`src/rtl/csc_pkg.sv`:
```
package csc_pkg;

  localparam int DEF_PHASE_BITS = 14;
  localparam int DEF_OUT_BITS   = 12;

  localparam logic [47:0] GAIN_48 = 48'h26DD3B6A10D8;

  localparam logic [47:0] ATAN48 [32] = '{
    48'h200000000000, 48'h12E4051D9DF3, 48'h09FB385B5EE4, 48'h051111D41DDE,
    48'h028B0D430E59, 48'h0145D7E15904, 48'h00A2F61E5C28, 48'h00517C5511D4,
    48'h0028BE5346D1, 48'h00145F2EBB31, 48'h000A2F980092, 48'h000517CC14A8,
    48'h00028BE60CE0, 48'h000145F306C1, 48'h0000A2F9836B, 48'h0000517CC1B7,
    48'h000028BE60DC, 48'h0000145F306E, 48'h00000A2F9837, 48'h00000517CC1B,
    48'h0000028BE60E, 48'h00000145F307, 48'h000000A2F983, 48'h000000517CC2,
    48'h00000028BE61, 48'h000000145F30, 48'h0000000A2F98, 48'h0000000517CC,
    48'h000000028BE6, 48'h0000000145F3, 48'h00000000A2FA, 48'h00000000517D
  };

  // arctangent of step k at out_bits resolution; last step rotates by zero
  function automatic logic [47:0] atan_at(input int k, input int out_bits);
    logic [47:0] res;
    res = '0;
    if (k + 1 < out_bits) begin
      res = ATAN48[k] >> (47 - out_bits);
    end
    return res;
  endfunction

  function automatic logic [47:0] gain_at(input int out_bits);
    return GAIN_48 >> (46 - out_bits);
  endfunction

endpackage

```
`src/rtl/csc_if.sv`:
```
interface csc_in_if #(
  parameter int PHASE_BITS = csc_pkg::DEF_PHASE_BITS
);
  logic                  valid;
  logic                  ready;
  logic [PHASE_BITS-1:0] phase;

  modport source (output valid, output phase, input ready);
  modport sink (input valid, input phase, output ready);
endinterface

interface csc_out_if #(
  parameter int OUT_BITS = csc_pkg::DEF_OUT_BITS
);
  logic                       valid;
  logic                       ready;
  logic signed [OUT_BITS-1:0] sine;
  logic signed [OUT_BITS-1:0] cosine;

  modport source (output valid, output sine, output cosine, input ready);
  modport sink (input valid, input sine, input cosine, output ready);
endinterface

```
`src/rtl/csc_stage.sv`:
```
module csc_stage #(
  parameter int W  = csc_pkg::DEF_OUT_BITS + 2,
  parameter int K  = 0,
  parameter int OB = csc_pkg::DEF_OUT_BITS
) (
  input  logic                clk,
  input  logic                rst_n,
  input  logic                up_valid,
  output logic                up_ready,
  input  logic signed [W-1:0] x_in,
  input  logic signed [W-1:0] y_in,
  input  logic signed [W-1:0] z_in,
  input  logic [1:0]          quad_in,
  output logic                dn_valid,
  input  logic                dn_ready,
  output logic signed [W-1:0] x_out,
  output logic signed [W-1:0] y_out,
  output logic signed [W-1:0] z_out,
  output logic [1:0]          quad_out
);

  typedef logic signed [W-1:0] word_t;

  localparam word_t ANG = word_t'(csc_pkg::atan_at(K, OB));

  logic  valid_r, valid_nxt;
  word_t x_r, y_r, z_r;
  word_t x_nxt, y_nxt, z_nxt;
  word_t x_sh, y_sh;
  logic [1:0] quad_r;

  assign up_ready  = !valid_r || dn_ready;
  assign valid_nxt = up_ready ? up_valid : valid_r;

  assign x_sh = x_in >>> K;
  assign y_sh = y_in >>> K;

  always_comb begin
    if (z_in[W-1]) begin
      x_nxt = x_in + y_sh;
      y_nxt = y_in - x_sh;
      z_nxt = z_in + ANG;
    end else begin
      x_nxt = x_in - y_sh;
      y_nxt = y_in + x_sh;
      z_nxt = z_in - ANG;
    end
  end

  always_ff @(posedge clk) begin
    if (!rst_n) begin
      valid_r <= 1'b0;
    end else begin
      valid_r <= valid_nxt;
    end
  end

  always_ff @(posedge clk) begin
    if (up_valid && up_ready) begin
      x_r    <= x_nxt;
      y_r    <= y_nxt;
      z_r    <= z_nxt;
      quad_r <= quad_in;
    end
  end

  assign dn_valid = valid_r;
  assign x_out    = x_r;
  assign y_out    = y_r;
  assign z_out    = z_r;
  assign quad_out = quad_r;

endmodule

```
`src/rtl/cordic_sine_cosine_top.sv`:
```
// Registers from input item to result item, in order:
// one input register, one CORDIC rotation stage per step, one output register.
// Throughput: one item per cycle; each stage holds its item while the next is full.
// Reset: synchronous, active low; clears all stage valid bits, payload is not reset.
module cordic_sine_cosine_top #(
  parameter int PHASE_BITS = csc_pkg::DEF_PHASE_BITS,
  parameter int OUT_BITS   = csc_pkg::DEF_OUT_BITS
) (
  input logic        clk,
  input logic        rst_n,
  csc_in_if.sink     in_ch,
  csc_out_if.source  out_ch
);

  localparam int W  = OUT_BITS + 2;
  localparam int TB = PHASE_BITS - 2;

  typedef logic signed [W-1:0] word_t;
  typedef enum logic [1:0] {QUAD_I, QUAD_II, QUAD_III, QUAD_IV} quad_t;

  localparam word_t X0 = word_t'(csc_pkg::gain_at(OUT_BITS));

  logic [TB-1:0] resid;
  word_t         z_in;

  logic          v0_r, v0_nxt;
  word_t         z0_r;
  logic [1:0]    q0_r;

  logic          vld  [0:OUT_BITS];
  logic          rdy  [1:OUT_BITS+1];
  word_t         xs   [0:OUT_BITS];
  word_t         ys   [0:OUT_BITS];
  word_t         zs   [0:OUT_BITS];
  logic [1:0]    qs   [0:OUT_BITS];

  word_t                      c_sh, s_sh;
  logic [OUT_BITS-1:0]        c_w, s_w;
  logic [OUT_BITS-1:0]        sine_nxt, cosine_nxt;
  logic signed [OUT_BITS-1:0] sine_r, cosine_r;
  logic                       out_valid_r, out_valid_nxt;
  logic                       last_ready;

  assign resid = in_ch.phase[TB-1:0];

  generate
    if (PHASE_BITS - 1 < OUT_BITS) begin : g_up
      assign z_in = word_t'(resid) << (OUT_BITS - PHASE_BITS + 1);
    end else begin : g_down
      assign z_in = word_t'(resid >> (PHASE_BITS - OUT_BITS)) << 1;
    end
  endgenerate

  // input register
  assign in_ch.ready = !v0_r || rdy[1];
  assign v0_nxt      = in_ch.ready ? in_ch.valid : v0_r;

  always_ff @(posedge clk) begin
    if (!rst_n) begin
      v0_r <= 1'b0;
    end else begin
      v0_r <= v0_nxt;
    end
  end

  always_ff @(posedge clk) begin
    if (in_ch.valid && in_ch.ready) begin
      z0_r <= z_in;
      q0_r <= in_ch.phase[PHASE_BITS-1 -: 2];
    end
  end

  assign vld[0] = v0_r;
  assign xs[0]  = X0;
  assign ys[0]  = '0;
  assign zs[0]  = z0_r;
  assign qs[0]  = q0_r;

  // rotation stages
  generate
    for (genvar i = 1; i <= OUT_BITS; i++) begin : g_stage
      csc_stage #(
        .W  (W),
        .K  (i - 1),
        .OB (OUT_BITS)
      ) u_stage (
        .clk      (clk),
        .rst_n    (rst_n),
        .up_valid (vld[i-1]),
        .up_ready (rdy[i]),
        .x_in     (xs[i-1]),
        .y_in     (ys[i-1]),
        .z_in     (zs[i-1]),
        .quad_in  (qs[i-1]),
        .dn_valid (vld[i]),
        .dn_ready (rdy[i+1]),
        .x_out    (xs[i]),
        .y_out    (ys[i]),
        .z_out    (zs[i]),
        .quad_out (qs[i])
      );
    end
  endgenerate

  // quadrant fold and output register
  assign c_sh = xs[OUT_BITS] >>> 2;
  assign s_sh = ys[OUT_BITS] >>> 2;
  assign c_w  = c_sh[OUT_BITS-1:0];
  assign s_w  = s_sh[OUT_BITS-1:0];

  always_comb begin
    case (quad_t'(qs[OUT_BITS]))
      QUAD_I: begin
        sine_nxt   = s_w;
        cosine_nxt = c_w;
      end
      QUAD_II: begin
        sine_nxt   = c_w;
        cosine_nxt = ~s_w;
      end
      QUAD_III: begin
        sine_nxt   = ~s_w;
        cosine_nxt = ~c_w;
      end
      QUAD_IV: begin
        sine_nxt   = ~c_w;
        cosine_nxt = s_w;
      end
      default: begin
        sine_nxt   = s_w;
        cosine_nxt = c_w;
      end
    endcase
  end

  assign last_ready       = !out_valid_r || out_ch.ready;
  assign rdy[OUT_BITS+1]  = last_ready;
  assign out_valid_nxt    = last_ready ? vld[OUT_BITS] : out_valid_r;

  always_ff @(posedge clk) begin
    if (!rst_n) begin
      out_valid_r <= 1'b0;
    end else begin
      out_valid_r <= out_valid_nxt;
    end
  end

  always_ff @(posedge clk) begin
    if (vld[OUT_BITS] && last_ready) begin
      sine_r   <= $signed(sine_nxt);
      cosine_r <= $signed(cosine_nxt);
    end
  end

  assign out_ch.valid  = out_valid_r;
  assign out_ch.sine   = sine_r;
  assign out_ch.cosine = cosine_r;

endmodule

```
`src/flat_wrapper.sv`:
```
// flat-port wrapper written by rule: the top's interface ports become plain ports
module cordic_sine_cosine_top_flat 
#(
  parameter int PHASE_BITS = csc_pkg::DEF_PHASE_BITS,
  parameter int OUT_BITS   = csc_pkg::DEF_OUT_BITS
)
  (clk, rst_n, in_ch_valid, in_ch_phase, in_ch_ready, out_ch_valid, out_ch_sine, out_ch_cosine, out_ch_ready);
  csc_in_if #(.PHASE_BITS(PHASE_BITS)) in_ch_i ();
  csc_out_if #(.OUT_BITS(OUT_BITS)) out_ch_i ();
  input logic clk;
  input logic rst_n;
  input wire logic [$bits(in_ch_i.valid)-1:0] in_ch_valid;
  input wire logic [$bits(in_ch_i.phase)-1:0] in_ch_phase;
  output wire logic [$bits(in_ch_i.ready)-1:0] in_ch_ready;
  output wire logic [$bits(out_ch_i.valid)-1:0] out_ch_valid;
  output wire logic [$bits(out_ch_i.sine)-1:0] out_ch_sine;
  output wire logic [$bits(out_ch_i.cosine)-1:0] out_ch_cosine;
  input wire logic [$bits(out_ch_i.ready)-1:0] out_ch_ready;
  assign in_ch_i.valid = in_ch_valid;
  assign in_ch_i.phase = in_ch_phase;
  assign in_ch_ready = in_ch_i.ready;
  assign out_ch_valid = out_ch_i.valid;
  assign out_ch_sine = out_ch_i.sine;
  assign out_ch_cosine = out_ch_i.cosine;
  assign out_ch_i.ready = out_ch_ready;
  cordic_sine_cosine_top #(.PHASE_BITS(PHASE_BITS), .OUT_BITS(OUT_BITS)) u_core (.clk(clk), .rst_n(rst_n), .in_ch(in_ch_i), .out_ch(out_ch_i));
endmodule
```
`config.mk`:
```
export PLATFORM = sky130hd
export DESIGN_NAME = cordic_sine_cosine_top_flat
export DESIGN_NICKNAME = d
export VERILOG_FILES = /design/src/rtl/csc_pkg.sv /design/src/rtl/csc_if.sv /design/src/rtl/csc_stage.sv /design/src/rtl/cordic_sine_cosine_top.sv /design/src/flat_wrapper.sv
export SDC_FILE = /design/constraint.sdc
export NUM_CORES = 1
export LEC_CHECK = 0
export BUFFER_PORTS_ARGS = -buffer_cell sky130_fd_sc_hd__buf_2
export CORE_MARGIN = 4
export CORE_UTILIZATION = 60
export CTS_BUF_LIST = sky130_fd_sc_hd__clkbuf_4 sky130_fd_sc_hd__clkbuf_8
export DETAILED_ROUTE_END_ITERATION = 12
export HOLD_SLACK_MARGIN = 0.12
export PLACE_DENSITY = 0.79
export SYNTH_ARGS = -nofsm -noshare
export SYNTH_HDL_FRONTEND = slang
export SYNTH_SLANG_ARGS = --single-unit
```
`constraint.sdc`:
```
create_clock -name clk -period 5 [get_ports clk]
set_input_delay 0.5 -clock clk [delete_from_list [all_inputs] [get_ports clk]]
set_output_delay 0.5 -clock clk [all_outputs]
set_load 0.02 [all_outputs]
```
==> impl_metrics.prom <==
# TYPE chip_impl_metric gauge
chip_impl_info{name="status",value="finished clean"} 1
chip_impl_info{name="rsz0062_at_grt",value="false"} 1
chip_impl_metric{name="worst_pin_slew",unit="ns"} 1.29
chip_impl_info{name="timing_worst_setup_path_type",value="flop to flop"} 1
chip_impl_metric{name="post-cts-setup-buffer-count",unit=""} 0
chip_impl_metric{name="cellPowerDensity",unit="nW/um2"} 245
chip_impl_metric{name="register_bit_total_from_synthesis",unit=""} 477
chip_impl_info{name="layout.cells.most_common_list",value="edfxtp_1 (463), ha_1 (377), xnor2_1 (263)"} 1
chip_impl_metric{name="area_growth_syn_to_layout",unit="%"} 9.03
chip_impl_metric{name="grt_pass1_vias",unit=""} 22501
chip_impl_info{name="min-delay-start",value="rst_n"} 1
chip_impl_metric{name="synthesized_instance_count",unit=""} 2953
chip_impl_info{name="dominantRegCellSynth",value="edfxtp_1"} 1
chip_impl_metric{name="synthesis.yosys.warnings",unit=""} 0
chip_impl_metric{name="initial_util",unit="%"} 60.8
chip_impl_metric{name="worst_clock_skew",unit="ns"} 0.0413
chip_impl_metric{name="routed_wire_length_per_instance",unit="um"} 17.0
chip_impl_metric{name="design.core.area",unit="um2"} 52800
chip_impl_metric{name="comb_power_share",unit="%"} 5.5
chip_impl_metric{name="slew_violations",unit=""} 0
chip_impl_metric{name="worstPathBufferInverterCount",unit=""} 1
chip_impl_metric{name="slowest_delay",unit="ns"} 0.64
chip_impl_info{name="path_cells",value="clkinv_1 > nand2_1 > o21ai_0 > ha_1 > a211oi_1 > o211ai_1 > a41oi_1 > a21oi_1 > a21o_1 > a21oi_1 > xnor2_1"} 1
chip_impl_info{name="worst_path_dominant_cell_family",value="compound AO/OA/AOI/OAI gates"} 1
chip_impl_metric{name="final_core_util",unit="%"} 66.3
chip_impl_metric{name="fraction_of_power_consumed_by_sequential_logic",unit="%"} 51.9
chip_impl_info{name="leading_cell_type_in_the_layout_fill_and_taps_excluded",value="edfxtp_1"} 1
chip_impl_info{name="crit_start",value="u_core.g_stage[9].u_stage.z_out[13]$_DFFE_PP_"} 1
chip_impl_metric{name="finish.net_count",unit=""} 3482
chip_impl_metric{name="ys_types",unit=""} 74
chip_impl_info{name="start_kind",value="flop"} 1
chip_impl_metric{name="globalRouteTotalUtil",unit="%"} 22.3
chip_impl_metric{name="leakage",unit="uW"} 0.0141
chip_impl_metric{name="remaining_routing_drc_violations",unit=""} 0
chip_impl_metric{name="clock_power_share",unit="%"} 42.5
chip_impl_metric{name="cell_internal_pwr",unit="uW"} 6690
chip_impl_metric{name="finalSetupViolCount",unit=""} 0
chip_impl_metric{name="grt_start_max_net_pins",unit=""} 44
chip_impl_metric{name="die_height",unit="um"} 239
chip_impl_metric{name="final.setup.tns",unit="ns"} 0
chip_impl_metric{name="diodes",unit=""} 0
chip_impl_metric{name="gr-usage-met1",unit="%"} 27.1
chip_impl_metric{name="max_slew_margin",unit="%"} 14.1
chip_impl_metric{name="cts.sinks",unit=""} 477
chip_impl_metric{name="antenna_found_initial",unit=""} 0
chip_impl_metric{name="die_area",unit="um2"} 57300
chip_impl_metric{name="synth.net_count",unit=""} 3373
chip_impl_metric{name="synth-seq-area-share",unit="%"} 44.2
chip_impl_metric{name="clk_latency",unit="ns"} 0.67
chip_impl_metric{name="drive_gt1_share",unit="%"} 7.68
chip_impl_metric{name="power.switching",unit="uW"} 1870
chip_impl_metric{name="count_of_flip_flops_with_a_built_in_enable_after_synthesis",unit=""} 463
chip_impl_info{name="min_delay_worst_type",value="input pin to flop"} 1
chip_impl_info{name="r2r-start",value="u_core.g_stage[9].u_stage.z_out[13]$_DFFE_PP_"} 1
chip_impl_info{name="clock_tree_root_buffer_cell",value="clkbuf_8"} 1
chip_impl_metric{name="hold-path-cell-count",unit=""} 2
chip_impl_metric{name="post-route-period-util",unit="%"} 75.5
chip_impl_metric{name="synthesis.area_per_instance",unit="um2"} 10.9
chip_impl_metric{name="ios",unit=""} 44
chip_impl_info{name="critical_path.slowest_cell",value="clkinv_1"} 1
chip_impl_metric{name="firstDrtPassIters",unit=""} 5
chip_impl_info{name="cp-end-kind",value="flop"} 1
chip_impl_metric{name="fmaxAchievable",unit="MHz"} 265
chip_impl_metric{name="nFillCells",unit=""} 3876
chip_impl_metric{name="tritoncts.num_buffers",unit=""} 82
chip_impl_metric{name="min_period",unit="ns"} 3.77
chip_impl_metric{name="grt_first_pass_wirelength",unit="um"} 106000
chip_impl_metric{name="routed_wl",unit="um"} 64700
chip_impl_metric{name="cts.path.max_buffers",unit=""} 3
chip_impl_metric{name="htree_levels",unit=""} 3
chip_impl_metric{name="path_depth",unit=""} 11
chip_impl_metric{name="worst_r2r_path_depth",unit=""} 11
chip_impl_metric{name="max_cap_viol_count",unit=""} 0
chip_impl_metric{name="asyncSetResetFlopFracSynth",unit="%"} 0
chip_impl_metric{name="detail-route-antenna-nets",unit=""} 0
chip_impl_metric{name="critical_path_arrival",unit="ns"} 4.18
chip_impl_metric{name="crit_fanout",unit=""} 20
chip_impl_metric{name="finalPower",unit="uW"} 8560
chip_impl_metric{name="vias",unit=""} 22230
chip_impl_info{name="grt-busiest-layer",value="met2"} 1
chip_impl_metric{name="rows",unit=""} 84
chip_impl_metric{name="grt_remaining_overflow",unit=""} 0
chip_impl_info{name="tritoncts",value="built"} 1
chip_impl_info{name="cpMostUsedCell",value="a21oi_1"} 1
chip_impl_metric{name="via_per_inst",unit=""} 5.83
chip_impl_metric{name="gr-usage-met2",unit="%"} 40.6
chip_impl_metric{name="io_buffer_count",unit=""} 41
chip_impl_metric{name="drt_iter0_markers",unit=""} 1313
chip_impl_metric{name="place.detailed.hpwl",unit="um"} 49400
chip_impl_metric{name="chipWidth",unit="um"} 239
chip_impl_metric{name="gr-usage-met3",unit="%"} 3.60
chip_impl_metric{name="post_synth_instance_area",unit="um2"} 32100
chip_impl_metric{name="clkTransAtPathRegs",unit="ns"} 0.07
chip_impl_metric{name="crit_required",unit="ns"} 5.41
chip_impl_metric{name="place_congestion",unit=""} 0.902
chip_impl_metric{name="swShare",unit="%"} 21.8
chip_impl_metric{name="hold_viol",unit=""} 0
chip_impl_metric{name="irDropWorstVdd",unit="V"} 0.000272
-- cells in the mapped netlist, drive strengths merged, types with 26 or more instances --
cell type,instances,area [um2]
a21o,101,758
a21oi,246,1230
a31oi,37,246
nor2,230,863
o21a,46,345
xnor2,263,2300
mux2i,35,350
nand3,32,160
a21boi,36,274
ha,377,4720
nand2,129,484
o21ai,149,746
edfxtp,463,13900
inv,201,754
o21bai,26,195
clkbuf,33,124
nor2b,51,319
xor2,132,1160
nor3,59,295
-- what timing repair did --
action,in CTS,in global routing
endpoints found under the hold margin,13,0
hold buffers,13,0
gates resized for setup,0,0
-- worst register-to-register path, delay by kind of cell, from the launching register on --
| kind | cells | cell delay (ns) |
|---|---|---|
| buffers and inverters | 1 | 0.64 |
| XOR/XNOR | 1 | 0.09 |
| flip-flops | 1 | 0.62 |
| AND/OR/NAND/NOR | 1 | 0.30 |
| adder cells (fa/ha/maj) | 1 | 0.38 |
| AO/OA/AOI/OAI | 7 | 1.49 |
-- registers in the layout, indices dropped and copies added, names as in the netlist --
register and count:
u_core.g_stage.u_stage.y_out 137, u_core.g_stage.u_stage.dn_valid 12, u_core.g_stage.u_stage.z_out 128, u_core.v0_r 1, u_core.out_ch.cosine 12, u_core.g_stage.u_stage.x_out 138, u_core.out_ch.valid 1, u_core.z0_r 10
u_core.q0_r 2, u_core.g_stage.u_stage.quad_out 24, u_core.out_ch.sine 12
-- power by group through the flow --
stage	Clock (uW)	Combinational, uW	Sequential (uW)
after floorplan	0	370	4510
after global placement	0	440	4520
after detailed placement	0	460	4530
after CTS	3730	472	4440
after global routing	3920	532	4450
final	3640	475	4450
-- routing by layer --
layer	part of all wire, %	vias up
met3	3.6	140
met5	0	-
met1	43	10577
li1	-	11079
met2	50	434
met4	2.8	0
-- path summary, 6_finish.rpt --
path	slack, ns	endpoint
hold / removal	0.20	u_core.g_stage[9].u_stage.dn_valid$_SDFFE_PN0P_
setup / recovery	1.23	u_core.g_stage[10].u_stage.x_out[13]$_DFFE_PP_
hold reg to reg	0.39	u_core.g_stage[7].u_stage.z_out[1]$_DFFE_PP_
setup reg to reg	1.23	u_core.g_stage[10].u_stage.x_out[13]$_DFFE_PP_
-- logic make-up (layout without fill, tap and decap cells) --
group	Yosys count	after routing	share of synthesized area, %
AO/OA/AOI/OAI	755	755	14.8
XOR/XNOR	396	396	10.8
adder cells (fa/ha/maj)	402	402	16.3
buffers and inverters	242	414	2.84
flip-flops	477	477	44.2
multiplexers	55	55	1.79
AND/OR/NAND/NOR	626	626	9.23
-- area by class of cell --
class,count,area [um2],area share (%)
multi-input combinational,2234,17100,48.8
sequential,477,14200,40.5
clock buffer,114,1390,3.98
tap,688,861,2.46
inverter,202,758,2.17
timing repair buffer,65,418,1.19
clock inverter,33,298,0.851
-- per-stage QoR --
step	hold WS (ns)	instance area (um2)	setup WS (ns)	std cells
after CTS	0.142	35000	1.26	3813
after global placement	0.401	33200	1.41	3653
final	0.197	35000	1.23	3813
after global routing	0.178	35000	0.904	3813
after floorplan	0.400	32100	0.202	2953
after detailed placement	0.406	33200	1.29	3653
Note: power is estimated with default switching activity, not from simulation.
